### config.mk
export PLATFORM = sky130hd
export DESIGN_NAME = ola_cell
export DESIGN_NICKNAME = d
export VERILOG_FILES = /design/src/hw/rtl/ola_pkg.sv /design/src/hw/rtl/ola_cell.sv
export SDC_FILE = /design/constraint.sdc
export NUM_CORES = 1
export LEC_CHECK = 0
export BUFFER_PORTS_ARGS = -buffer_cell sky130_fd_sc_hd__buf_2
export CAP_MARGIN = 20
export CORE_MARGIN = 5
export CORE_UTILIZATION = 42
export DETAILED_ROUTE_END_ITERATION = 12
export GPL_ROUTABILITY_DRIVEN = 0
export HOLD_SLACK_MARGIN = 0.06
export PLACE_DENSITY = 0.78
export SETUP_SLACK_MARGIN = 0.05
export SYNTH_ARGS = -nofsm -noshare
export SYNTH_HDL_FRONTEND = slang
export SYNTH_SLANG_ARGS = --single-unit
### constraint.sdc
create_clock -name clk -period 4.1 [get_ports clk]
set_input_delay 0.41 -clock clk [delete_from_list [all_inputs] [get_ports clk]]
set_output_delay 0.41 -clock clk [all_outputs]
set_load 0.05 [all_outputs]
### src/hw/rtl/ola_pkg.sv
// ----------------------------------------------------------------------------
// ola_pkg
// Shared widths, command codes, status codes and cell operation codes for the
// ordered array list engine.
// ----------------------------------------------------------------------------
package ola_pkg;

  // item field widths
  localparam int CMD_W   = 3;
  localparam int POS_W   = 7;
  localparam int OPOS_W  = 6;
  localparam int VAL_W   = 32;
  localparam int FPOS_W  = 6;
  localparam int CNTO_W  = 7;
  localparam int STAT_W  = 2;

  typedef logic [CMD_W-1:0]  cmd_t;
  typedef logic [STAT_W-1:0] stat_t;
  typedef logic [2:0]        cell_op_t;

  // commands
  localparam cmd_t CMD_APPEND  = 3'd0;
  localparam cmd_t CMD_INSERT  = 3'd1;
  localparam cmd_t CMD_REM_AT  = 3'd2;
  localparam cmd_t CMD_REM_VAL = 3'd3;
  localparam cmd_t CMD_READ    = 3'd4;
  localparam cmd_t CMD_WRITE   = 3'd5;
  localparam cmd_t CMD_FIND    = 3'd6;
  localparam cmd_t CMD_SWAP    = 3'd7;

  // status
  localparam stat_t ST_OK      = 2'd0;
  localparam stat_t ST_FULL    = 2'd1;
  localparam stat_t ST_BAD_POS = 2'd2;
  localparam stat_t ST_MISSING = 2'd3;

  // operations broadcast along the cell row
  localparam cell_op_t CELL_HOLD   = 3'd0;
  localparam cell_op_t CELL_LOOK   = 3'd1;
  localparam cell_op_t CELL_APPEND = 3'd2;
  localparam cell_op_t CELL_INSERT = 3'd3;
  localparam cell_op_t CELL_REMOVE = 3'd4;
  localparam cell_op_t CELL_WRITE  = 3'd5;
  localparam cell_op_t CELL_SWAP   = 3'd6;

endpackage

### src/hw/rtl/ola_cell.sv
// ----------------------------------------------------------------------------
// ola_cell
// One list slot: holds a word, compares it against the search value, taps it
// out for reads and swaps, and shifts to or from its neighbors.
// ----------------------------------------------------------------------------
module ola_cell #(
  parameter int DW = 32,
  parameter int PW = 7
) (
  input  logic                   clk,
  input  ola_pkg::cell_op_t      op,
  input  logic [PW-1:0]          idx,
  input  logic [PW-1:0]          cnt,
  input  logic [PW-1:0]          pos_a,
  input  logic [PW-1:0]          pos_b,
  input  logic [DW-1:0]          value,
  input  logic [DW-1:0]          data_a,
  input  logic [DW-1:0]          data_b,
  input  logic [DW-1:0]          left,
  input  logic [DW-1:0]          right,
  output logic [DW-1:0]          data_o,
  output logic                   match_o,
  output logic [DW-1:0]          tap_a_o,
  output logic [DW-1:0]          tap_b_o
);
  import ola_pkg::*;

  logic [DW-1:0] data_r;
  logic          match_r;
  logic [DW-1:0] tap_a_r;
  logic [DW-1:0] tap_b_r;
  logic          in_use;
  logic          below_last;

  assign in_use     = idx < cnt;
  // idx + 1 < cnt, kept one bit wider
  assign below_last = ({1'b0, idx} + {{PW{1'b0}}, 1'b1}) < {1'b0, cnt};

  always_ff @(posedge clk) begin
    case (op)
      CELL_LOOK: begin
        match_r <= in_use && (data_r == value);
        tap_a_r <= (idx == pos_a) ? data_r : '0;
        tap_b_r <= (idx == pos_b) ? data_r : '0;
      end
      CELL_APPEND: begin
        if (idx == cnt) data_r <= value;
      end
      CELL_INSERT: begin
        if (idx == pos_a) begin
          data_r <= value;
        end else if (idx > pos_a && idx <= cnt) begin
          data_r <= left;
        end
      end
      CELL_REMOVE: begin
        if (idx >= pos_a && below_last) data_r <= right;
      end
      CELL_WRITE: begin
        if (idx == pos_a) data_r <= value;
      end
      CELL_SWAP: begin
        if (idx == pos_a) begin
          data_r <= data_b;
        end else if (idx == pos_b) begin
          data_r <= data_a;
        end
      end
      default: begin
      end
    endcase
  end

  assign data_o  = data_r;
  assign match_o = match_r;
  assign tap_a_o = tap_a_r;
  assign tap_b_o = tap_b_r;

endmodule

Yosys cells after proc, flatten, opt, wreduce, memory -nomap -nowiden
Cells that the tools add are included.
- muxes and demuxes: 8
- equal/unequal tests: 15
- add/sub/neg operators: 1
- order comparisons: 5
- reductions and logical operators: 5
- operators by type and width (cell ; number):
    32-bit two-way mux ; 7
    32-bit case mux with 5 select lines ; 1
    32-bit equality test ; 1
    7-bit equality test ; 3
    3-bit equality test (second input constant) ; 3
    7-bit by 1-bit adder with 8-bit output (second input constant) ; 1
    8-bit by 7-bit < comparator with 1-bit output ; 1
    7-bit >= comparator ; 1
    7-bit greater-than comparator ; 1
    7-bit <= comparator ; 1
    7-bit < comparator ; 1
    3-bit by 2-bit equality test with 1-bit output (second input constant) ; 2
    2-bit != test (second input constant) ; 3
    3-bit != test (second input constant) ; 2
    6-bit AND reduction ; 1
    5-bit nonzero test ; 1
    3-bit by 1-bit equality test with 1-bit output (second input constant) ; 1
    1-bit logical AND ; 3
- output and inout port bits: 97
- word-level logic and storage cells: 38
- register bits after elaboration: 97

Depth between registers and ports, before layout
Gate-level depths: netlist of run 1.
- depth in word-level cells: 5
- mapped depth: 9
- mapped depth without buffers: 9

Worst setup path after synthesis of run 1
Ideal clock, no wire load.
- path type: input -> register
- start point: input idx[0]
- end point: register data_r[0] (netlist: data_o[0]) (enable)
- stages on the path: 8
- path buffers: 0
- data required time: 3.660 ns
- slack: 0.125 ns
- arrival: 3.535 ns
- cell sequence: ha_1 and3_1 nand3_1 xnor2_1 ha_1 and4_1 a222oi_1 nor4b_2
- cells in the longest elaborated chain, start to end: 5
- RTL lines (element ; RTL line ; RTL):
    from (decl) ; ola_cell.sv:12 ; input logic [PW-1:0] idx,
    7-bit by 1-bit adder with 8-bit output ; ola_cell.sv:37 ; assign below_last = ({1'b0, idx} + {{PW{1'b0}}, 1'b1}) < {1'b0, cnt};
    8-bit by 7-bit < comparator with 1-bit output ; ola_cell.sv:37 ;
    1-bit logical AND ; ola_cell.sv:57 ; if (idx >= pos_a && below_last) data_r <= right;
    2-bit != test (no line) ; n/a ;
    6-bit AND reduction (no line) * ; n/a ;
    to (signal assigned) ; ola_cell.sv:57 ;
    to (signal assigned) ; ola_cell.sv:60 ; if (idx == pos_a) data_r <= value;
    to (signal assigned) ; ola_cell.sv:64 ; data_r <= data_b;
    to (decl) ; ola_cell.sv:28 ; logic [DW-1:0] data_r;
Every way passes the cells marked *; elsewhere a longest branch is shown, timed or not.
A chain may end at the register's enable or synchronous reset.

Final worst setup path of run 1
- start point: input idx[0]
- end point: register data_r[16] (netlist: data_o[16]) (data pin)
- cells in the longest elaborated chain, start to end: 3
- RTL lines (element ; RTL line ; RTL):
    7-bit equality test * ; ola_cell.sv:50, ola_cell.sv:63 ;
    32-bit two-way mux (on tied branches) ; ola_cell.sv:63, ola_cell.sv:50 ;
    32-bit case mux with 5 select lines * ; ola_cell.sv:40 ; case (op)
    to (signal assigned) ; ola_cell.sv:51 ; data_r <= value;
    to (signal assigned) ; ola_cell.sv:53 ; data_r <= left;
    to (signal assigned) ; ola_cell.sv:64 ;
Marked as above.

==> results.txt, run 1 <==
The flow ran to the end, and the final reports show no timing, DRC or antenna violations. The final net count came out at roughly 950. In the synthesized netlist, the number of instances is ~450. In this design, the stage delay of the slowest critical-path cell is 820 ps. The count of endpoints failing hold in the final timing report is 0.

The sum of negative setup slack is 0 ps. The worst clock skew on the final layout came out at 6.956 ps. The detailed-route wire length came out at between 15000 and 20000 um.

The cell row count came out at 42. The proportion of synthesized area in mux cells is just over 6%. The average size of a mapped cell came out at roughly 12 um2. After Yosys synthesis, XOR and XNOR cells account for between 6 and 7% of the synthesized area. Setup repair after global routing left no endpoint under its margin.

The count of max-cap constraint violations is 0. The synthesized-area fraction occupied by ao, oa, aoi and oai cells is 11.92%. Input and output buffers added on the ports amount to about 290. After synthesis, the largest area contributor takes up around 53% of total cell area.

The sequential cell area fraction in the yosys report is a little over half. The total global-route track usage came out at 22.39%. At the end of the flow the core is filled with cells to between 50% and 60%. The first-pass GRT wire length is between 20000 and 30000 um. The cell area that synthesis handed to floorplanning was 5542 um2. The synthesized design contains 97 enable-type register cells. The synthesized netlist devotes about 5.0% of its cell area to adder and majority cells. STA classifies the critical path endpoint as a flip-flop.

The number of nets handed over by synthesis was about 670. For this run, the top clock speed supported by timing is 0.3151 GHz. TritonCTS built the clock tree. The growth of design area from synthesis to finish came out at 34.03%.

Entering global routing, the biggest net connects 38 pins. In the post-route analysis, the smallest setup slack over all paths is roughly 930 ps. Measured along the x axis, the die boundary spans 124.9 um. The standby leakage power is 3.767 nW. The core outline area is ~13000 um2. The count of nets left with antenna violations once routing finished came out at 0. The synthesized design contains 97 register bits. The pre-antenna-repair detailed-routing pass consisted of 7 iterations.

For this run, the leading register cell type out of synthesis is edfxtp_1. The antenna diode count came out at 0. The worst setup path is launched from an input pin. Traced cell by cell, the critical path runs through buf_2 -> inv_1 -> ha_1 -> and4_4 -> a21oi_4 -> nor2_2 -> buf_4 -> a222oi_1 -> o21ai_1. The count of buffers added by post-CTS timing repair for setup came out at 0. The total power divided by cell area is approximately 340 nW/um2. The per-cell routed wire length is between 15 and 20 um. The final global-route overflow total came out at 0.

Once the clock tree was built, the resizer swapped 0 gates to a different size. The buffer levels on the longest clock path is 2. The starting density of the core is between 40% and 50%. The number of distinct standard cells referenced by the synthesized netlist is 45. The number of antenna violations at the first check in global routing came out at 0. The arrival time at the worst endpoint came out at approximately 3300 ps. The type of the setup path with the least slack is input pin to flip-flop. The number of hold buffers added after cts is 0.

STA puts the critical path data required time at about 4200 ps. After the first detailed-routing iteration, the DRC count stood at around 520. The total CTS buffers came out at 9. The transition time of the tightest slew-check pin is around 970 ps.

The average vias per placed instance came out at 5.443. The tree is rooted in a clkbuf_16. Of the cells placed in the final design, the portion with a size suffix greater than 1 is a little over two fifths.

The worst-case IR drop observed on VDD is around 0.00018 V. The number of sinks handled by clock tree synthesis came out at between 90 and 100. The H-tree depth is 3. The floorplan die height came out at about 120 um. The clock-pin slew on the worst setup and hold paths is around 70 ps. Among all stages on the critical path, the largest delay is contributed by a21oi_4. The area fraction in and, or, nand and nor cells after synthesis is 13.61%. By area the synthesized netlist is led by edfxtp_1 (53%), mux2i_1 (6.1%), xor2_1 (5.8%). The critical-path maximum fanout is 35. The final count of negative-setup-slack endpoints is 0. The via count of the first global-routing pass is around 5200.

In the routed design, unresolved DRC markers number 0. The relative slew slack came out at around a third. The count of pins over their slew limit is 0.

Of the available clock period, the critical path in the final layout requires 77.41%. The shortest period the worst path allows is roughly 3200 ps. The path class of the tightest hold or removal check is input pin to flip-flop. The routed via count came out at approximately 5000. The total die area came out at 15590 um2. The total of fill cells in the finished design is roughly 1100. The cell taking the most area after synthesis is edfxtp_1. The post-place setup slack came out at between 500 and 600 ps.

The async set or reset register ratio after synthesis came out at 0%. At the later pin of the worst-skew pair, clock insertion delay measures roughly 340 ps. By area, the combinational part of the netlist is dominated by simple AND/OR/NAND/NOR gates. Once detailed placement completed, the half-perimeter wirelength came to 14080 um.

The number of I/O pins came out at about 290. The yosys synthesis warning count came out at 0.
[power breakdown]
group          total [mW]  leakage (nW)  switching (mW)  internal [mW]
Combinational       0.560          2.62           0.363          0.197
Sequential           1.19          1.02          0.0478           1.14
Clock               0.771         0.130           0.358          0.413
[cell type report]
type	instances	area [um2]	share of cell area (%)
Sequential cell	97	2913	39.22
Multi-Input combinational cell	312	2441	32.87
Timing Repair Buffer	297	1521	20.49
Clock buffer	10	229.0	3.083
Tap cell	176	220.2	2.965
Inverter	16	60.06	0.8086
Clock inverter	6	42.54	0.5728
[critical path: cells and delay by family]
family	cells	cell delay (ps)
AOI/OAI and AO/OA	3	1300
and+or+nand+nor	2	670
adders and majority gates	1	300
buffers and inverters	3	550
[cell usage in the layout (no fill, tap or decap), types with 3 or more instances in the layout]
cell type / instances
a222oi_1: 19
buf_2: 288
nand2_1: 19
o21ai_1: 19
a21oi_1: 8
o21bai_1: 3
xnor2_1: 7
and3_1: 35
o21ai_0: 4
and2_1: 32
xor2_1: 37
nor4_1: 8
a22oi_1: 14
nand4_1: 4
o211ai_1: 12
clkbuf_16: 9
nand3_1: 8
edfxtp_1: 97
buf_4: 8
ha_1: 22
mux2i_1: 34
inv_1: 16
[logic make-up (layout without fill, tap and decap cells)]
group / Yosys count / in the layout
buffers and inverters: 44 / 329
AO/OA/AOI/OAI: 88 / 88
flip-flops: 97 / 97
adder cells (fa/ha/maj): 22 / 22
AND/OR/NAND/NOR: 124 / 124
XOR/XNOR: 44 / 44
multiplexers: 34 / 34
[flip-flops by register name (all words and copies together), names as in the netlist]
signal / flops
data_o: 32
match_o: 1
tap_a_o: 32
tap_b_o: 32
[stage by stage]
step / power, mW / hold WS (ps) / cells / cell area, um2
floorplan: 1.539 / 624.5 / 453 / 5542
global placement: 1.755 / 602.6 / 898 / 7156
detailed placement: 1.772 / 610.0 / 898 / 7156
CTS: 2.536 / 363.7 / 914 / 7427
global route: 2.625 / 382.3 / 914 / 7427
finish: 2.521 / 372.6 / 914 / 7427
[Yosys cell counts, types with 2 or more instances]
library cell and count:
o21ai_1 19, nor2_2 2, buf_4 5, buf_6 3, ha_1 22, o21bai_1 3, buf_1 2, edfxtp_1 97
xor2_1 37, nand4_1 4, o211ai_1 12, o21ai_0 4, buf_2 5, and3_1 35, inv_1 16, nor2_1 3
and2_1 32, nor4_1 8, clkbuf_1 13, a222oi_1 19, xnor2_1 7, o221ai_1 2, a22oi_1 14, nand3_1 8
nor2b_1 2, mux2i_1 34, nand2_1 19, a211oi_1 2, a21oi_1 8
[metal layers]
metal / track usage, % / routed length (um)
met5: 0 / 0
met2: 38.07 / 9057
met1: 27.12 / 7078
met4: 10.59 / 620
met3: 4.760 / 1442
[final timing paths]
| path | startpoint | to | slack [ps] | cells past startpoint |
|---|---|---|---|---|
| max reg2reg | data_o[21] | match_o | 2390 | 4 |
| min | right[2] | data_o[2] | 370 | 3 |
| max | idx[0] | data_o[16] | 930 | 9 |
| min reg2reg | data_o[25] | tap_b_o[25] | 620 | 1 |
Power figures use the tool's default switching activity.
==> run 2, diff against run 1 <==
- clock period: 4.1 -> 2.9 ns (I/O delays scaled with it)
==> run 2 against run 1 <==
Against the previous run: via count shrank 0.80%; final cell count grew 0.55%; clock-buffer cell count is the same; critical path type unchanged; highest routed layer is now met5.
==> results.txt, run 2 (synthesis gave the netlist of run 1 again) <==
The critical-path maximum fanout is 17 (-51%). The final critical path takes up between 80 and 90% of the cycle. The cell row count came out at 42 (unchanged). The combinational cell fraction of total power came to 22.1% (about the same).

The fmax is between 0.4 and 0.5 GHz. The total die area came out at 15590 um2 (unchanged). The starting density of the core came out at 42.35% (unchanged).

The per-cell routed wire length came to 20.20 um (+1.5%). The number of sinks handled by clock tree synthesis is 97 (unchanged). The final instance area is 7520 um2 (+1.2%).

The final global-route overflow total is 0 (unchanged). The total global-route track usage came to 23.19% (+0.80 points). The final count of negative-setup-slack endpoints came out at 0 (unchanged). The growth of design area from synthesis to finish is 35.70%.

The worst clock skew on the final layout is 6.060 ps (-0.8960 ps). Walking the worst path, the cells encountered are buf_2 -> and3_1 -> nand3_1 -> xnor2_1 -> ha_1 -> a21o_1 -> a21oi_1 -> o21ai_0 -> a222oi_1 -> nor4b_4 -> buf_4. The relative contribution of the clock network to total power is 31.8% (+1.2 points). The average vias per placed instance came out at 5.370 (-1.3%). The critical path in this run is classified as input pin to flip-flop.

The half-perimeter wire length of the detailed placement result came out at 14540 um (+3.3%). The final core utilization is 57.47% (+0.71 points). The total CTS buffers is 9 (unchanged). The total design power is 3.646 mW (+45%).

The arrival time at the worst endpoint came out at 2500 ps (-750 ps). The standby leakage power came out at 3.804 nW (+0.98%). The worst-case vdd ir drop came out at 0.0002490 V (+39%). The cell sitting at the root of the clock tree is a clkbuf_16. The first-pass GRT wire length was 28610 um (+3.8%). The switching power of the nets is 1.080 mW (+41%).

The count of buffers added by post-CTS timing repair for setup came out at 0 (unchanged). The total power divided by cell area came out at 484.9 nW/um2 (+43%). The maximum cell stage delay along the critical path came out at 310 ps (-510 ps).

For this design, the slowest cell found on the critical path is buf_4. The core outline area is 13090 um2 (unchanged). The clock-pin slew on the worst setup and hold paths came to 60 ps (about the same).

The count of pins over their slew limit is 0 (unchanged). The buffer levels on the longest clock path is 2 (unchanged). The worst min-delay path class is input pin to flip-flop. The run finished with clean final reports. The power share of the sequential group came to 46.1% (-1.1 points). The number of DRC violations after detailed-routing iteration 0 came to 556 (+7.1%). The pin count of the biggest net entering global routing came out at 55 (+45%). The count of buffer and inverter cells on the critical path came out at 2 (-1). The final net count came out at 953 (+0.63%). The number of antenna violations at the first check in global routing was 2 (+2).

The number of hold buffers added after cts came to 0 (unchanged). The required time of the critical path came out at 2910 ps (-1270 ps). The slack of the worst reg-to-reg path came out at 1240 ps (-1150 ps). Leaving out fill and tap cells, the most frequent cell in the layout is buf_2.

Setup repair after global routing left no endpoint under its margin. The count of endpoints failing hold in the final timing report came out at 0 (unchanged). The number of I/O pins came out at 289 (unchanged). The transition time of the tightest slew-check pin is 599.1 ps (-371.6 ps). The top cell types in the final layout, fill and taps aside, are buf_2 (288), edfxtp_1 (97), xor2_1 (37).

The endpoint type of the worst setup path is a flip-flop. The cell family contributing the most delay on the critical path is compound AO/OA/AOI/OAI gates. The net switching fraction of the power is 29.64% (-0.85 points). The fraction of final layout cells with drive strength greater than 1 is 44.55% (+0.78 points).

The internal portion of total power came to 2.565 mW (+46%). The length of the first detailed-routing pass in iterations came out at 7 (unchanged). The post-cts resize count came to 0 (unchanged). The detailed-route wire length came out at 18570 um (+2.0%). The worst setup path is launched from an input pin. The horizontal extent of the die came out at 124.9 um (unchanged). The placed instance area is 7221 um2 (+0.91%). The final routed DRC violation total came out at 0 (unchanged). The via count of the first global-routing pass is 5305 (+1.8%). The clock insertion delay at the later pin of the skew report is 330 ps (about the same). The relative slew slack is 59.96% (+25 points). The count of max-cap constraint violations is 0 (unchanged). The shortest period the worst path allows is 2485 ps.

The number of nets still failing antenna checks after routing was 0 (unchanged). The antenna diode count is 0 (unchanged). The port buffer count is 288 (unchanged). The cell total after placement is 903 (+0.56%). The floorplan die height came out at 124.9 um (unchanged). The number of cells in the finished layout apart from fillers is 919 (+0.55%). The routed via count is 4935 (-0.80%). The TritonCTS clock tree is built. The H-tree depth came out at 3 (unchanged).
-- run 2: cell count changes in the layout (fill, tap and decap cells not counted), sizes merged --
cell / before / now
bufinv: 0 / 1
buf: 297 / 303
clkinv: 4 / 2
-- run 2: final timing paths --
path,from,end,depth (start not counted)
worst max-delay path,idx[4],data_o[12],11
worst min-delay path,right[21],data_o[21],3
worst max register to register,data_o[12],match_o,4
worst min register to register,data_o[26],tap_b_o[26],1
-- run 2: final cells by class --
cell class	instances	area, um2
fillers	1113	5565
flip-flops and latches	97	2913
multi-input cells	312	2469
repair buffers	303	1574
clock buffers	10	229.0
well taps	176	220.2
inverters	16	60.06
clock inverters	5	55.05
-- run 2: per-stage QoR --
step | hold slack, ps | worst slack, ps | setup TNS [ps]
after floorplan | 504.5 | -174.7 | -5590
after global placement | 599.6 | 122.9 | 0
after detailed placement | 602.6 | 49.34 | 0
after CTS | 250.2 | 399.4 | 0
after global routing | 275.4 | 228.4 | 0
final | 261.2 | 414.6 | 0
-- run 2: power by group through the flow --
stage	clock network, mW	registers [mW]	logic [mW]
finish	1.16	1.68	0.804
global route	1.24	1.69	0.869
floorplan	0	1.89	0.286
CTS	1.17	1.68	0.808
global placement	0	1.71	0.783
detailed placement	0	1.71	0.805
-- run 2: layer usage --
| layer | global-route usage (%) | vias up | share of wire [%] |
|---|---|---|---|
| li1 | - | 2310 | - |
| met1 | 27.05 | 2336 | 39 |
| met2 | 41.09 | 259 | 50 |
| met3 | 6.861 | 26 | 8.8 |
| met4 | 7.143 | 4 | 2.0 |
| met5 | 0 | - | 0.12 |
-- run 2: worst register-to-register path: stages, from the launching register on --
cell,delay (ps)
edfxtp_1,460
xor2_1,220
nor4_1,390
nand4_1,230
nor3_1,210
